### src/hw/rtl/trf_pkg.sv
// Package for the text record fingerprint unit.
// Holds the sequencer state type, the control struct and the fixed widths and moduli.
// No dependencies.
`timescale 1ns / 1ps

package trf_pkg;

  localparam int unsigned ByteW = 8;
  localparam int unsigned AccW  = 16;
  localparam int unsigned FpW   = 31;
  localparam int unsigned BwW   = 8;
  localparam int unsigned RwW   = 15;

  localparam logic [BwW-1:0]   ByteWeightLast   = BwW'(255 - 1);
  localparam logic [RwW-1:0]   RecordWeightLast = RwW'(32766 - 1);
  localparam logic [ByteW-1:0] GraphicLow       = 8'h21;
  localparam logic [ByteW-1:0] GraphicHigh      = 8'h7E;

  typedef enum logic [1:0] {
    StIdle,
    StByte,
    StFold
  } trf_state_e;

  typedef struct packed {
    logic in_ready;
    logic byte_step;
    logic fold_step;
  } trf_ctrl_t;

endpackage

### src/hw/rtl/trf_mul.sv
// Shared unsigned multiplier of the text record fingerprint unit.
// Serves the byte weighting step and the record folding step; depends on trf_pkg.
`timescale 1ns / 1ps

module trf_mul (
  input  logic [trf_pkg::AccW-1:0] a_i,
  input  logic [trf_pkg::RwW-1:0]  b_i,
  output logic [trf_pkg::FpW-1:0]  p_o
);
  import trf_pkg::*;

  assign p_o = FpW'(a_i) * FpW'(b_i);

endmodule

### src/hw/rtl/trf_seq.sv
// Sequencer of the text record fingerprint unit.
// Steps each input beat through the byte step and, on a record end, the fold step.
// Depends on trf_pkg.
`timescale 1ns / 1ps

module trf_seq (
  input  logic               clk_i,
  input  logic               rst_ni,
  input  logic               in_valid_i,
  input  logic               last_i,
  input  logic               out_blocked_i,
  output trf_pkg::trf_ctrl_t ctrl_o
);
  import trf_pkg::*;

  trf_state_e state_q, state_d;

  always_ff @(posedge clk_i or negedge rst_ni) begin
    if (!rst_ni) begin
      state_q <= StIdle;
    end else begin
      state_q <= state_d;
    end
  end

  always_comb begin
    state_d = state_q;
    unique case (state_q)
      StIdle: begin
        if (in_valid_i) begin
          state_d = StByte;
        end
      end
      StByte: begin
        state_d = last_i ? StFold : StIdle;
      end
      StFold: begin
        if (!out_blocked_i) begin
          state_d = StIdle;
        end
      end
      default: begin
        state_d = StIdle;
      end
    endcase
  end

  always_comb begin
    ctrl_o = '0;
    unique case (state_q)
      StIdle: begin
        ctrl_o.in_ready = 1'b1;
      end
      StByte: begin
        ctrl_o.byte_step = 1'b1;
      end
      StFold: begin
        ctrl_o.fold_step = !out_blocked_i;
      end
      default: begin
        ctrl_o = '0;
      end
    endcase
  end

endmodule

### src/hw/rtl/text_record_fingerprint_unit.sv
// Top level of the text record fingerprint unit.
// Holds the hash state and the output register; uses trf_pkg, trf_seq and trf_mul.
//
// Each accepted beat carries one byte of record text. A beat is accepted in the
// idle state, then does the byte weighting multiply in the byte state; a beat that
// ends a record then does the fold multiply in the fold state, since both multiplies
// share one multiplier and the second needs the result of the first. The fold waits
// while an earlier result still sits unread in the output register. A first-of-file
// beat clears all hash state before its byte is used.
`timescale 1ns / 1ps

module text_record_fingerprint_unit (
  input  logic                      clk_i,
  input  logic                      rst_ni,
  input  logic                      in_valid_i,
  output logic                      in_ready_o,
  input  logic [trf_pkg::ByteW-1:0] byte_value_i,
  input  logic                      last_of_record_i,
  input  logic                      first_of_file_i,
  output logic                      out_valid_o,
  input  logic                      out_ready_i,
  output logic [trf_pkg::FpW-1:0]   fingerprint_o,
  output logic [trf_pkg::AccW-1:0]  record_hash_o
);
  import trf_pkg::*;

  trf_ctrl_t        ctrl;
  logic             in_fire;
  logic             out_blocked;
  logic             graphic;
  logic [AccW-1:0]  mul_a;
  logic [RwW-1:0]   mul_b;
  logic [FpW-1:0]   prod;
  logic [FpW-1:0]   fp_next;

  logic [ByteW-1:0] byte_q, byte_d;
  logic             last_q, last_d;
  logic [AccW-1:0]  acc_q, acc_d;
  logic [FpW-1:0]   fp_q, fp_d;
  logic [BwW-1:0]   bw_q, bw_d;
  logic [RwW-1:0]   rw_q, rw_d;
  logic             out_valid_q, out_valid_d;
  logic [FpW-1:0]   out_fp_q, out_fp_d;
  logic [AccW-1:0]  out_hash_q, out_hash_d;

  assign out_blocked = out_valid_q && !out_ready_i;
  assign in_fire     = in_valid_i && ctrl.in_ready;

  trf_seq u_seq (
    .clk_i        (clk_i),
    .rst_ni       (rst_ni),
    .in_valid_i   (in_valid_i),
    .last_i       (last_q),
    .out_blocked_i(out_blocked),
    .ctrl_o       (ctrl)
  );

  assign mul_a = ctrl.fold_step ? acc_q : AccW'(byte_q);
  assign mul_b = ctrl.fold_step ? (rw_q + RwW'(1)) : RwW'(bw_q + BwW'(1));

  trf_mul u_mul (
    .a_i(mul_a),
    .b_i(mul_b),
    .p_o(prod)
  );

  assign graphic = (byte_q >= GraphicLow) && (byte_q <= GraphicHigh);
  assign fp_next = fp_q ^ prod;

  always_comb begin
    byte_d      = byte_q;
    last_d      = last_q;
    acc_d       = acc_q;
    fp_d        = fp_q;
    bw_d        = bw_q;
    rw_d        = rw_q;
    out_valid_d = out_valid_q && !out_ready_i;
    out_fp_d    = out_fp_q;
    out_hash_d  = out_hash_q;

    if (in_fire) begin
      byte_d = byte_value_i;
      last_d = last_of_record_i;
      if (first_of_file_i) begin
        acc_d = '0;
        fp_d  = '0;
        bw_d  = '0;
        rw_d  = '0;
      end
    end

    if (ctrl.byte_step && graphic) begin
      acc_d = acc_q ^ prod[AccW-1:0];
      bw_d  = (bw_q == ByteWeightLast) ? '0 : bw_q + BwW'(1);
    end

    if (ctrl.fold_step) begin
      fp_d        = fp_next;
      rw_d        = (rw_q == RecordWeightLast) ? '0 : rw_q + RwW'(1);
      acc_d       = '0;
      out_valid_d = 1'b1;
      out_fp_d    = fp_next;
      out_hash_d  = acc_q;
    end
  end

  always_ff @(posedge clk_i or negedge rst_ni) begin
    if (!rst_ni) begin
      last_q      <= 1'b0;
      acc_q       <= '0;
      fp_q        <= '0;
      bw_q        <= '0;
      rw_q        <= '0;
      out_valid_q <= 1'b0;
    end else begin
      last_q      <= last_d;
      acc_q       <= acc_d;
      fp_q        <= fp_d;
      bw_q        <= bw_d;
      rw_q        <= rw_d;
      out_valid_q <= out_valid_d;
    end
  end

  always_ff @(posedge clk_i) begin
    byte_q     <= byte_d;
    out_fp_q   <= out_fp_d;
    out_hash_q <= out_hash_d;
  end

  assign in_ready_o    = ctrl.in_ready;
  assign out_valid_o   = out_valid_q;
  assign fingerprint_o = out_fp_q;
  assign record_hash_o = out_hash_q;

endmodule
### config.mk
export PLATFORM = sky130hd
export DESIGN_NAME = text_record_fingerprint_unit
export DESIGN_NICKNAME = d
export VERILOG_FILES = /design/src/hw/rtl/trf_pkg.sv /design/src/hw/rtl/trf_mul.sv /design/src/hw/rtl/trf_seq.sv /design/src/hw/rtl/text_record_fingerprint_unit.sv
export SDC_FILE = /design/constraint.sdc
export NUM_CORES = 1
export LEC_CHECK = 0
export BUFFER_PORTS_ARGS = -buffer_cell sky130_fd_sc_hd__buf_2
export CAP_MARGIN = 20
export CORE_MARGIN = 2
export CORE_UTILIZATION = 45
export CTS_CLUSTER_DIAMETER = 200
export DETAILED_ROUTE_END_ITERATION = 8
export PLACE_DENSITY_LB_ADDON = 0.15
export SETUP_SLACK_MARGIN = 0.05
export SYNTH_ARGS = -nofsm -noshare
export SYNTH_HDL_FRONTEND = slang
export SYNTH_SLANG_ARGS = --single-unit
### constraint.sdc
create_clock -name clk_i -period 8.9 [get_ports clk_i]
set_clock_uncertainty 0.15 [all_clocks]
set_input_delay 0.89 -clock clk_i [delete_from_list [all_inputs] [get_ports clk_i]]
set_output_delay 0.89 -clock clk_i [all_outputs]
set_load 0.02 [all_outputs]
==> results.py <==
metrics = {
    "cells_and_area": {
        "drive_above_1_share_pct": 9.266,
        "syn2layout_area_growth_pct": 10.78,
        "diodes": 0,
        "stdcell_area_um2": 15210,
        "num-nets-final": 1834,
    },
    "place": {
        "globalplace.congestion": 0.9399,
        "dp_hpwl_um": 29130,
        "postPlaceCellArea_um2": 14590,
        "port_buffers": 62,
    },
    "run_status": {
        "outcome": "finished, final reports clean",
    },
    "worst_setup_path": {
        "reg2reg_depth": 27,
        "path_class": "register to register",
        "crit_path_max_incr_delay_ns": 0.53,
        "path_max_fanout": 8,
        "crit_arrival_ns": 8.32,
        "reg2reg_slack_ns": 0.78,
        "cp_data_required_time_ns": 9.10,
        "critPathCapture": "fp_q[29]$_DFFE_PN0P_",
        "crit_path_end_kind": "register",
        "cp_slowest_cell": "fa_1",
        "setup.worst_path.start": "rw_q[2]$_DFFE_PN0P_",
        "reg2reg_from": "rw_q[2]$_DFFE_PN0P_",
        "cp-start-kind": "register",
        "r2r_end": "fp_q[29]$_DFFE_PN0P_",
        "cpMostUsedCell": "fa_1",
    },
    "power": {
        "power.leakage_nw": 7.464,
        "powerDensity_nw_per_um2": 158.1,
        "irDropWorstVdd_mv": 0.1582,
    },
    "cts": {
        "numCtsBuffers": 17,
        "ctsHtreeMaxLevel": 4,
        "post-cts-setup-buffer-count": 0,
        "cts_tree": "yes",
        "clk_pin_slew_ns": 0.06,
        "clkLatencyLatePin_ns": 0.44,
        "hold_buffers": 0,
        "ctsResizeCount": 0,
        "ctsLongestPathBuffers": 2,
        "numClockSinks": 129,
        "cts-root-buf": "clkbuf_16",
    },
    "flow_run": {
        "maxCapViolCount": 0,
    },
    "logic_synthesis": {
        "yosysTopAreaCell": "fa_1",
        "yosys-top-cells-area": "fa_1 26%, dfrtp_1 13%, edfxtp_1 12%",
        "synthCells": 1479,
        "synthFlopType": "dfrtp_1",
        "synth_async_sr_flop_share_pct": 57.36,
        "yosys.area.top_type_share_pct": 26.24,
        "yosys_warnings": 0,
        "ys_ff_latch": 129,
        "ys_seq_area_share_pct": 25.51,
        "synth.avg_cell_area_um2": 9.285,
        "yosysUniqueCellTypes": 61,
        "syn-cell-area_um2": 13730,
        "synth_nets": 1772,
        "synth-edff-count": 55,
    },
    "die": {
        "start_util_pct": 45.97,
        "die_w_um": 178.7,
        "die_h_um": 178.7,
        "coreArea_um2": 29870,
        "rows": 63,
        "dieArea_um2": 31930,
        "num_io_pins": 63,
    },
    "global_routing": {
        "grt_overflow": 0,
        "grt_usage_pct": 25.13,
        "grt_pass1_vias": 10780,
        "grt_max_degree": 75,
        "grt_pass1_wl_um": 60100,
        "antenna_found_initial": 1,
    },
    "timing": {
        "setup_viol": 0,
        "setup-tns-final_ns": 0,
        "hold_viol_final": 0,
        "fmax_mhz": 123.1,
        "rsz0062_at_grt": "false",
        "worst_pin_slew_ns": 0.9254,
        "fin_crit_sh_pct": 91.28,
        "slew_headroom_pct": 37.87,
        "fin_crit_ns": 8.124,
        "drv_slew": 0,
    },
    "routing": {
        "drc_errors": 0,
        "dr.pass1.iters": 4,
        "vias": 10530,
        "avgRoutedWirePerCell_um": 19.24,
        "avgViaCountPerCell": 5.414,
        "ant_nets": 0,
        "drt_iter0_drc": 801,
        "wl_um": 37400,
    },
    "worst_hold_path": {
        "hold_path.class": "input port to asynchronous set/reset pin",
    },
}
==> through the flow <==
stage	utilization (%)	setup WS (ns)	total power, mW	hold slack [ns]	std cells
floorplan	-	0.4887	1.408	0.2696	1479
global placement	48.84	0.6742	1.687	0.3223	1911
detailed placement	48.84	0.6157	1.699	0.3316	1911
CTS	50.83	0.8546	2.424	0.3439	1943
global route	50.92	0.2596	2.572	0.1268	1944
finish	50.92	0.7763	2.406	0.1352	1944
==> worst min-delay path by stage <==
stage,from,to,slack (ns),cells after the start
after floorplan,acc_q[11]$_DFFE_PN0P_,record_hash_o[11]$_DFFE_PN_,0.27,0
after global placement,fp_q[6]$_DFFE_PN0P_,fp_q[6]$_DFFE_PN0P_,0.32,1
after detailed placement,fp_q[28]$_DFFE_PN0P_,fp_q[28]$_DFFE_PN0P_,0.33,2
after CTS,fp_q[12]$_DFFE_PN0P_,fp_q[12]$_DFFE_PN0P_,0.34,1
after global routing,rst_ni,fp_q[0]$_DFFE_PN0P_,0.13,1
final,rst_ni,fp_q[4]$_DFFE_PN0P_,0.14,1
==> cell usage after synthesis, types with 15 or more instances <==
cell type,count
a21o_1,19
a21oi_1,39
a22o_1,17
and2_1,26
clkbuf_1,44
dfrtp_1,74
edfxtp_1,55
fa_1,180
ha_1,99
inv_1,217
nand2_1,201
nand2b_1,29
nand3_1,29
nor2_1,146
o21ai_0,69
o21ai_1,17
o31ai_1,15
xnor2_1,37
xor2_1,42
==> area by class of cell <==
cell class / instances / area, um^2
multi-input combinational: 1077 / 9204
clock inverter: 13 / 151.4
clock buffer: 19 / 442.9
fill: 2854 / 14660
sequential: 129 / 3503
tap: 390 / 488.0
inverter: 218 / 820.8
timing repair buffer: 98 / 603.1
==> sequential cells by signal, indices dropped and copies added (netlist names) <==
register       cells
record_hash_o     16
bw_q               8
rw_q              15
out_valid_o        1
fp_q              31
last_q             1
byte_q             8
acc_q             16
fingerprint_o     31
u_seq.state_q      2
==> cell usage in the layout, fill, tap and decap left out, types with 4 or more instances in the layout <==
master | synthesis | final
inv_1 | 217 | 217
nand2_1 | 201 | 201
fa_1 | 180 | 180
nor2_1 | 146 | 146
ha_1 | 99 | 99
dfrtp_1 | 74 | 74
o21ai_0 | 69 | 69
buf_2 | 4 | 61
edfxtp_1 | 55 | 55
xor2_1 | 42 | 42
a21oi_1 | 39 | 38
xnor2_1 | 37 | 37
buf_4 | 0 | 36
nand3_1 | 29 | 29
nand2b_1 | 29 | 28
and2_1 | 26 | 26
a21o_1 | 19 | 19
o21ai_1 | 17 | 17
a22o_1 | 17 | 17
clkbuf_16 | 0 | 17
o31ai_1 | 15 | 15
mux2i_1 | 11 | 11
nand4_1 | 11 | 11
and3_1 | 9 | 9
nor3_1 | 9 | 9
o21a_1 | 6 | 6
nor2b_1 | 6 | 6
or3_1 | 5 | 5
a31oi_1 | 5 | 5
o211ai_1 | 4 | 4
inv_6 | 0 | 4
==> logic make-up after synthesis <==
family | after synthesis | synth area share, %
xor gates and xnor gates | 79 | 5.038
buffers and inverters | 273 | 7.516
DFF | 129 | 25.51
muxes | 12 | 0.8838
adders and majority gates | 279 | 35.26
and+or+nand+nor | 486 | 15.55
AOI/OAI and AO/OA | 221 | 10.24
==> metal layers <==
| layer | part of all wire, % | track usage [%] | up-vias |
|---|---|---|---|
| met5 | 0 | 0 | - |
| met4 | 2.4 | 7.148 | 0 |
| met3 | 5.5 | 3.859 | 40 |
| met2 | 49 | 42.58 | 294 |
| met1 | 43 | 33.51 | 5313 |
| li1 | - | - | 4878 |
==> where the power goes <==
part	switching [mW]	total [mW]	internal (mW)
clock	0.294	0.719	0.425
combinational	0.562	0.861	0.299
sequential	0.0946	0.825	0.731
total	0.950	2.41	1.46
==> critical path, delay by kind of cell, from the launching register on <==
family / cells / cell delay, ns
fa+ha+maj: 7 / 3.20
simple gates: 8 / 2.08
compound gates: 6 / 1.30
xor+xnor: 1 / 0.48
flops: 1 / 0.45
buf+inv: 5 / 0.39
(Power assumes the default switching activity.)
